===== src/sv/rrld_pkg.sv =====
// ----------------------------------------------------------------------------
// rrld_pkg
// Shared widths, register map, configuration struct and the level-code lookup
// for the raster run-length decoder.
// ----------------------------------------------------------------------------
`default_nettype none

package rrld_pkg;

  localparam int unsigned GRID_W     = 11;   // grid_size register width
  localparam int unsigned COORD_W    = 10;   // column / row output width
  localparam int unsigned RUN_W      = 4;    // run length nibble
  localparam int unsigned CODE_W     = 4;    // level code nibble
  localparam int unsigned BYTE_W     = 8;
  localparam int unsigned CFG_DATA_W = 64;
  localparam int unsigned CFG_ADDR_W = 5;    // three registers at 8-byte spacing
  localparam int unsigned REG_IDX_W  = 2;

  localparam int unsigned MAX_GRID_DEF = 1024;
  localparam int unsigned GRID_REG_MAX = (1 << GRID_W) - 1;

  localparam logic [GRID_W-1:0] GRID_SIZE_RST = GRID_W'(464);

  typedef enum logic [REG_IDX_W-1:0] {
    REG_GRID_SIZE  = 2'd0,
    REG_TABLE_LOW  = 2'd1,
    REG_TABLE_HIGH = 2'd2,
    REG_UNUSED     = 2'd3
  } reg_idx_t;

  typedef struct packed {
    logic [GRID_W-1:0]     grid_size;
    logic [CFG_DATA_W-1:0] table_low;
    logic [CFG_DATA_W-1:0] table_high;
  } cfg_t;

  // Code 0..7 from the low word, 8..15 from the high word, one byte each.
  function automatic logic [BYTE_W-1:0] map_code(input cfg_t cfg,
                                                 input logic [CODE_W-1:0] code);
    logic [CFG_DATA_W-1:0] word;
    word = code[CODE_W-1] ? cfg.table_high : cfg.table_low;
    return word[{code[CODE_W-2:0], 3'b000} +: BYTE_W];
  endfunction

endpackage

`default_nettype wire


===== src/sv/rrld_cfg.sv =====
// ----------------------------------------------------------------------------
// rrld_cfg
// APB-style register file: grid size and the two level-code table words.
// ----------------------------------------------------------------------------
`default_nettype none

module rrld_cfg
  import rrld_pkg::*;
(
  input  wire logic                  clk,
  input  wire logic                  rst,
  input  wire logic                  psel,
  input  wire logic                  penable,
  input  wire logic                  pwrite,
  input  wire logic [CFG_ADDR_W-1:0] paddr,
  input  wire logic [CFG_DATA_W-1:0] pwdata,
  output logic      [CFG_DATA_W-1:0] prdata,
  output logic                       pready,
  output cfg_t                       cfg
);

  reg_idx_t idx;
  logic     wr_en;

  assign idx    = reg_idx_t'(paddr[CFG_ADDR_W-1 -: REG_IDX_W]);
  assign wr_en  = psel && penable && pwrite && pready;
  assign pready = 1'b1;

  always_ff @(posedge clk) begin
    if (rst) begin
      cfg.grid_size  <= GRID_SIZE_RST;
      cfg.table_low  <= '0;
      cfg.table_high <= '0;
    end else if (wr_en) begin
      unique case (idx)
        REG_GRID_SIZE:  cfg.grid_size  <= pwdata[GRID_W-1:0];
        REG_TABLE_LOW:  cfg.table_low  <= pwdata;
        REG_TABLE_HIGH: cfg.table_high <= pwdata;
        default: ;
      endcase
    end
  end

  always_comb begin
    unique case (idx)
      REG_GRID_SIZE:  prdata = CFG_DATA_W'(cfg.grid_size);
      REG_TABLE_LOW:  prdata = cfg.table_low;
      REG_TABLE_HIGH: prdata = cfg.table_high;
      default:        prdata = '0;
    endcase
  end

endmodule

`default_nettype wire


===== src/sv/rrld_seq.sv =====
// ----------------------------------------------------------------------------
// rrld_seq
// Run sequencer: checks each run byte against the grid, then steps a shared
// column adder once per cell into the output register.
// ----------------------------------------------------------------------------
`default_nettype none

module rrld_seq
  import rrld_pkg::*;
(
  input  wire logic               clk,
  input  wire logic               rst,
  input  wire logic [GRID_W-1:0]  size,
  input  wire logic [BYTE_W-1:0]  mapped,
  input  wire logic               in_valid,
  output logic                    in_ready,
  input  wire logic [BYTE_W-1:0]  run_byte,
  input  wire logic               last_in_row,
  input  wire logic               image_start,
  output logic                    out_valid,
  input  wire logic               out_ready,
  output logic [BYTE_W-1:0]       pixel_value,
  output logic [COORD_W-1:0]      column,
  output logic [COORD_W-1:0]      row,
  output logic                    last_of_run,
  output logic                    error
);

  typedef enum logic {IDLE, RUN} state_t;

  state_t              state;
  logic [GRID_W-1:0]   column_count;
  logic [GRID_W-1:0]   row_index;
  logic                error_sticky;
  logic [GRID_W-1:0]   cur_col;
  logic [RUN_W-1:0]    remain;
  logic [BYTE_W-1:0]   cur_val;
  logic [COORD_W-1:0]  cur_row;
  logic                cur_err;

  logic [GRID_W-1:0]   col0;
  logic [GRID_W-1:0]   row0;
  logic                err0;
  logic [RUN_W-1:0]    run_len;
  logic                accept;
  logic                load;
  logic [GRID_W-1:0]   add_a;
  logic [GRID_W-1:0]   add_b;
  logic [GRID_W:0]     sum;
  logic                overflow;
  logic [GRID_W-1:0]   frow;

  assign in_ready = (state == IDLE);
  assign accept   = in_valid && in_ready;
  assign load     = (state == RUN) && (!out_valid || out_ready);

  // image_start clears the running state before this byte is looked at
  assign col0    = image_start ? '0 : column_count;
  assign row0    = image_start ? '0 : row_index;
  assign err0    = image_start ? 1'b0 : error_sticky;
  assign run_len = run_byte[BYTE_W-1 -: RUN_W];

  // Shared adder: end-of-run check while idle, column step while running
  assign add_a    = (state == IDLE) ? col0 : cur_col;
  assign add_b    = (state == IDLE) ? GRID_W'(run_len) : GRID_W'(1);
  assign sum      = {1'b0, add_a} + {1'b0, add_b};
  assign overflow = (row0 >= size) || (sum > {1'b0, size});
  assign frow     = size - GRID_W'(1) - row0;

  always_ff @(posedge clk) begin
    if (rst) begin
      state        <= IDLE;
      column_count <= '0;
      row_index    <= '0;
      error_sticky <= 1'b0;
      out_valid    <= 1'b0;
      remain       <= '0;
    end else begin
      if (out_ready && !load) begin
        out_valid <= 1'b0;
      end
      unique case (state)
        IDLE: begin
          if (accept && !err0) begin
            if (overflow) begin
              error_sticky <= 1'b1;
              column_count <= col0;
              row_index    <= row0;
              cur_err      <= 1'b1;
              remain       <= RUN_W'(1);
              state        <= RUN;
            end else begin
              error_sticky <= 1'b0;
              column_count <= last_in_row ? '0 : sum[GRID_W-1:0];
              row_index    <= last_in_row ? row0 + GRID_W'(1) : row0;
              cur_err      <= 1'b0;
              cur_col      <= col0;
              cur_val      <= mapped;
              cur_row      <= frow[COORD_W-1:0];
              remain       <= run_len;
              if (run_len != '0) begin
                state <= RUN;
              end
            end
          end else if (accept) begin
            // dropping until the next image start
          end
        end
        RUN: begin
          if (load) begin
            out_valid   <= 1'b1;
            pixel_value <= cur_err ? '0 : cur_val;
            column      <= cur_err ? '0 : cur_col[COORD_W-1:0];
            row         <= cur_err ? '0 : cur_row;
            last_of_run <= (remain == RUN_W'(1));
            error       <= cur_err;
            cur_col     <= sum[GRID_W-1:0];
            remain      <= remain - RUN_W'(1);
            if (remain == RUN_W'(1)) begin
              state <= IDLE;
            end
          end
        end
        default: state <= IDLE;
      endcase
    end
  end

`ifndef SYNTHESIS
  a_run_has_cells: assert property (@(posedge clk) disable iff (rst)
    (state == RUN) |-> (remain != '0))
    else $error("sequencer running with no cells left");

  a_error_result_shape: assert property (@(posedge clk) disable iff (rst)
    (out_valid && error) |-> (last_of_run && pixel_value == '0))
    else $error("error result must be a single zero result");

  a_sticky_on_accept: assert property (@(posedge clk) disable iff (rst)
    $rose(error_sticky) |-> $past(in_valid && in_ready))
    else $error("error state set without an accepted transaction");

  a_busy_not_ready: assert property (@(posedge clk) disable iff (rst)
    load |-> !in_ready)
    else $error("input taken while a run is being expanded");
`endif

endmodule

`default_nettype wire


===== src/sv/raster_run_length_decoder_top.sv =====
// ----------------------------------------------------------------------------
// raster_run_length_decoder_top
// Expands nibble run bytes of a square raster into mapped cells with column
// and vertically flipped row.
// ----------------------------------------------------------------------------
// Usage:
//   Input channel (in_valid/in_ready) takes one run byte per transaction with
//   last_in_row and image_start. Output channel (out_valid/out_ready) gives
//   one transaction per covered cell, or a single error transaction when a run
//   passes the grid width or the rows are exhausted; input is then dropped
//   until a byte with image_start. Cells not covered are never emitted.
//   Registers (APB, 64-bit data): 0x00 grid_size, 0x08 level table codes 0-7,
//   0x10 level table codes 8-15. Write them only while the block is idle.
//   Sequencing: a byte is checked on the shared column adder when accepted and
//   its run state registered; the run then steps one cell per cycle into the
//   output register while the receiver is ready. Zero-length and dropped bytes
//   start no run, an error byte a single error result. in_ready is low during a run.
//   A stalled receiver holds the output register and pauses the cell stepping.
//   Reset clears row, column and error state, grid_size returns to 464 and
//   both table words to zero.
// ----------------------------------------------------------------------------
`default_nettype none

module raster_run_length_decoder_top
  import rrld_pkg::*;
#(
  parameter int unsigned MAX_GRID = MAX_GRID_DEF
) (
  input  wire logic                  clk,
  input  wire logic                  rst,
  input  wire logic                  psel,
  input  wire logic                  penable,
  input  wire logic                  pwrite,
  input  wire logic [CFG_ADDR_W-1:0] paddr,
  input  wire logic [CFG_DATA_W-1:0] pwdata,
  output logic      [CFG_DATA_W-1:0] prdata,
  output logic                       pready,
  input  wire logic                  in_valid,
  output logic                       in_ready,
  input  wire logic [BYTE_W-1:0]     run_byte,
  input  wire logic                  last_in_row,
  input  wire logic                  image_start,
  output logic                       out_valid,
  input  wire logic                  out_ready,
  output logic [BYTE_W-1:0]          pixel_value,
  output logic [COORD_W-1:0]         column,
  output logic [COORD_W-1:0]         row,
  output logic                       last_of_run,
  output logic                       error
);

  localparam int unsigned MAX_EFF = (MAX_GRID < GRID_REG_MAX) ? MAX_GRID : GRID_REG_MAX;
  localparam logic [GRID_W-1:0] MAX_EFF_V = GRID_W'(MAX_EFF);

  cfg_t              cfg;
  logic [GRID_W-1:0] size;
  logic [BYTE_W-1:0] mapped;

  rrld_cfg u_cfg (
    .clk     (clk),
    .rst     (rst),
    .psel    (psel),
    .penable (penable),
    .pwrite  (pwrite),
    .paddr   (paddr),
    .pwdata  (pwdata),
    .prdata  (prdata),
    .pready  (pready),
    .cfg     (cfg)
  );

  // grid size clamped to 1..MAX_GRID
  always_comb begin
    priority if (cfg.grid_size == '0) begin
      size = GRID_W'(1);
    end else if (cfg.grid_size > MAX_EFF_V) begin
      size = MAX_EFF_V;
    end else begin
      size = cfg.grid_size;
    end
  end

  assign mapped = map_code(cfg, run_byte[CODE_W-1:0]);

  rrld_seq u_seq (
    .clk         (clk),
    .rst         (rst),
    .size        (size),
    .mapped      (mapped),
    .in_valid    (in_valid),
    .in_ready    (in_ready),
    .run_byte    (run_byte),
    .last_in_row (last_in_row),
    .image_start (image_start),
    .out_valid   (out_valid),
    .out_ready   (out_ready),
    .pixel_value (pixel_value),
    .column      (column),
    .row         (row),
    .last_of_run (last_of_run),
    .error       (error)
  );

endmodule

`default_nettype wire

===== config.mk =====
export PLATFORM = sky130hd
export DESIGN_NAME = raster_run_length_decoder_top
export DESIGN_NICKNAME = d
export VERILOG_FILES = /design/src/sv/rrld_pkg.sv /design/src/sv/rrld_cfg.sv /design/src/sv/rrld_seq.sv /design/src/sv/raster_run_length_decoder_top.sv
export SDC_FILE = /design/constraint.sdc
export NUM_CORES = 1
export LEC_CHECK = 0
export ABC_AREA = 1
export BUFFER_PORTS_ARGS = -buffer_cell sky130_fd_sc_hd__buf_2
export CORE_ASPECT_RATIO = 1.2
export CORE_MARGIN = 4
export CORE_UTILIZATION = 55
export DETAILED_ROUTE_END_ITERATION = 8
export PLACE_DENSITY = 0.78
export SYNTH_ARGS = -nofsm -noshare
export SYNTH_HDL_FRONTEND = slang
export SYNTH_SLANG_ARGS = --single-unit

===== constraint.sdc =====
create_clock -name clk -period 6.4 [get_ports clk]
set_clock_uncertainty 0.2 [all_clocks]
set_input_delay 1.28 -clock clk [delete_from_list [all_inputs] [get_ports clk]]
set_output_delay 1.28 -clock clk [all_outputs]
set_load 0.02 [all_outputs]

==> metrics.cfg <==
[status]
status=finished clean

[global_routing]
overflow=0
grt_use_met3_pct=5.37
grt_use_met1_pct=33.5
use_met2_pct=48.3
antenna_found_initial=2
grt_pass1_wl_um=55400
grt_max_degree=88
top_usage_layer=met2
grtUsageTotal_pct=28.0
grt_pass1_vias=10900

[logic_synthesis]
ys_seq_area_share_pct=43.0
async_reset_ff_share_pct=0
synthesis.nets=1811
ys_ff_latch=228
synth_cell_types=42
yosys_warnings=0
synthesis.area_mm2=0.0120
ys.flop_type=dfxtp_1
synth.avg_cell_area_um2=7.13
synth-edff-count=60
synthCells=1686

[final_layout]
diodes=0
fill_cells=1906
final_nets=1926
multi_input_area_mm2=0.00569
drive_gt1_share_pct=14.0
area_growth_pct=14.5
final_cell_mix=279 x nand2_1, 279 x o21ai_0, 234 x nor2_1
register_area_mm2=0.00516

[pwr]
power_density_mw_per_mm2=252
power_leakage_nw=6.13
ir_worst_vdd_v=0.000208

[placed_design]
port_buffers=178
hpwl_um=23600
dp_slack_ns=0.985
gp_congestion=0.934

[floorplan]
dieArea_mm2=0.0243
core-area_mm2=0.0212
die_w_um=143
fp.dieH_um=170
initial_core_util_pct=56.7
top_level_ports=183
row_count=58

[routing]
wl_um=34500
vias=11800
ant_nets=0
drc_errors=0
avgViaCountPerCell=5.64
drtIter0Drc=1234
dr.pass1.iters=6
avgRoutedWirePerCell_um=16.5

[timing]
timing.final.crit_share_pct=77.2
max_slew_margin_pct=30.2
period_needed_ns=4.94
setup_viol=0
setup_tns_ns=0
rsz0062_at_grt=no
clock.fmax_ghz=0.202
finalWorstSetupSlack_ns=1.46
worst_pin_slew_ns=1.05
slew_violations=0
hold_viol=0

[worst_setup_path]
startpoint_type=primary input
crit_top_cell=nand2_1
critPathArrivalTime_ns=4.96
cp-end-kind=flop
path_max_fanout=24
cp_slowest_cell=ha_1
critPathKind=in2reg
max_stage_delay_ns=0.33
cp_top_family=simple AND/OR/NAND/NOR gates
path_buf_inv=5
cp.required_ns=6.42

[clock_network]
clk_latency_ns=0.52
numCtsBuffers=24
tritoncts=built
cts_buffer_depth=3
cts.sinks=228
ctsHoldBuffers=0
cts_resized=0
h-tree-depth=1
cts_root_buf=clkbuf_16
clk_pin_slew_ns=0.06
cts_setup_buffers=0

[hold_path]
hp-class=reg2reg

[job]
drv_cap=0

-- cells in the mapped netlist (5+ instances only) --
library cell	count	area, um2
nand2_1	279	1050
o21ai_0	279	1400
nor2_1	237	890
inv_1	191	717
dfxtp_1	168	3360
a21oi_1	163	816
clkbuf_1	91	342
nand3_1	62	310
edfxtp_1	60	1800
ha_1	37	463
nand4_1	18	113
o211ai_1	15	113
o221ai_1	15	131
o21ai_1	9	45.0
xor2_1	7	61.3
buf_4	5	37.5
-- worst min-delay path, stage by stage, from the launching register on --
cell and delay, ns:
dfxtp_1 0.30, inv_1 0.07, a21oi_1 0.06
-- flip-flops by register name (all words and copies together) (netlist names), 4 cells and up --
name and count:
u_cfg.cfg 139, u_seq.column 10, u_seq.column_count 11, u_seq.cur_col 11
u_seq.cur_row 10, u_seq.cur_val 8, u_seq.pixel_value 8, u_seq.remain 4
u_seq.row 10, u_seq.row_index 11
-- metrics by stage --
stage	util, %	cells	power (mW)	cell area, um2	hold WS (ns)
5_1_grt	64.9	2089	3.61	13800	0.297
4_1_cts	64.9	2089	3.48	13800	0.276
6_report	64.9	2089	3.47	13800	0.274
3_5_place_dp	61.1	2045	2.07	13000	0.264
3_3_place_gp	61.1	2045	2.06	13000	0.253
2_1_floorplan	-	1686	1.92	12000	0.224
-- path summary, 6_finish.rpt --
path | from | end | slack [ns] | cells after the start
worst max-delay path | image_start | u_seq.cur_col[2] | 1.46 | 27
worst min-delay path | u_cfg.cfg[34] | u_cfg.cfg[34] | 0.27 | 2
worst max register to register | u_seq.state | u_seq.cur_col[2] | 1.67 | 26
worst min register to register | u_cfg.cfg[34] | u_cfg.cfg[34] | 0.27 | 2
-- report_power, final --
| part | switching (mW) | total [mW] | internal, mW |
|---|---|---|---|
| Combinational | 0.326 | 0.472 | 0.146 |
| Sequential | 0.0308 | 1.58 | 1.54 |
| Clock | 0.578 | 1.42 | 0.844 |
-- layer usage --
metal	wire (um)	share of wire, %
met5	15	0.043
met4	1700	4.9
met3	2700	7.8
met2	17000	49
met1	13200	38
-- cells by family (layout without fill, tap and decap cells) --
| kind of cell | after synthesis | after routing | synth area share (%) |
|---|---|---|---|
| other cells | 1 | 1 | 0.0312 |
| fa+ha+maj | 39 | 39 | 4.19 |
| compound gates | 495 | 495 | 21.7 |
| flops | 228 | 228 | 43.0 |
| simple gates | 610 | 610 | 20.4 |
| xor+xnor | 11 | 11 | 0.802 |
| buf+inv | 302 | 435 | 9.86 |
-- cell type report --
type,count,area share (%)
clock buffers,35,5.12
flip-flops and latches,228,37.6
inverters,197,5.45
clock inverters,9,0.710
multi-input cells,1156,41.3
repair buffers,194,7.37
well taps,270,2.46
No activity file was read; power rests on OpenSTA's default activity.
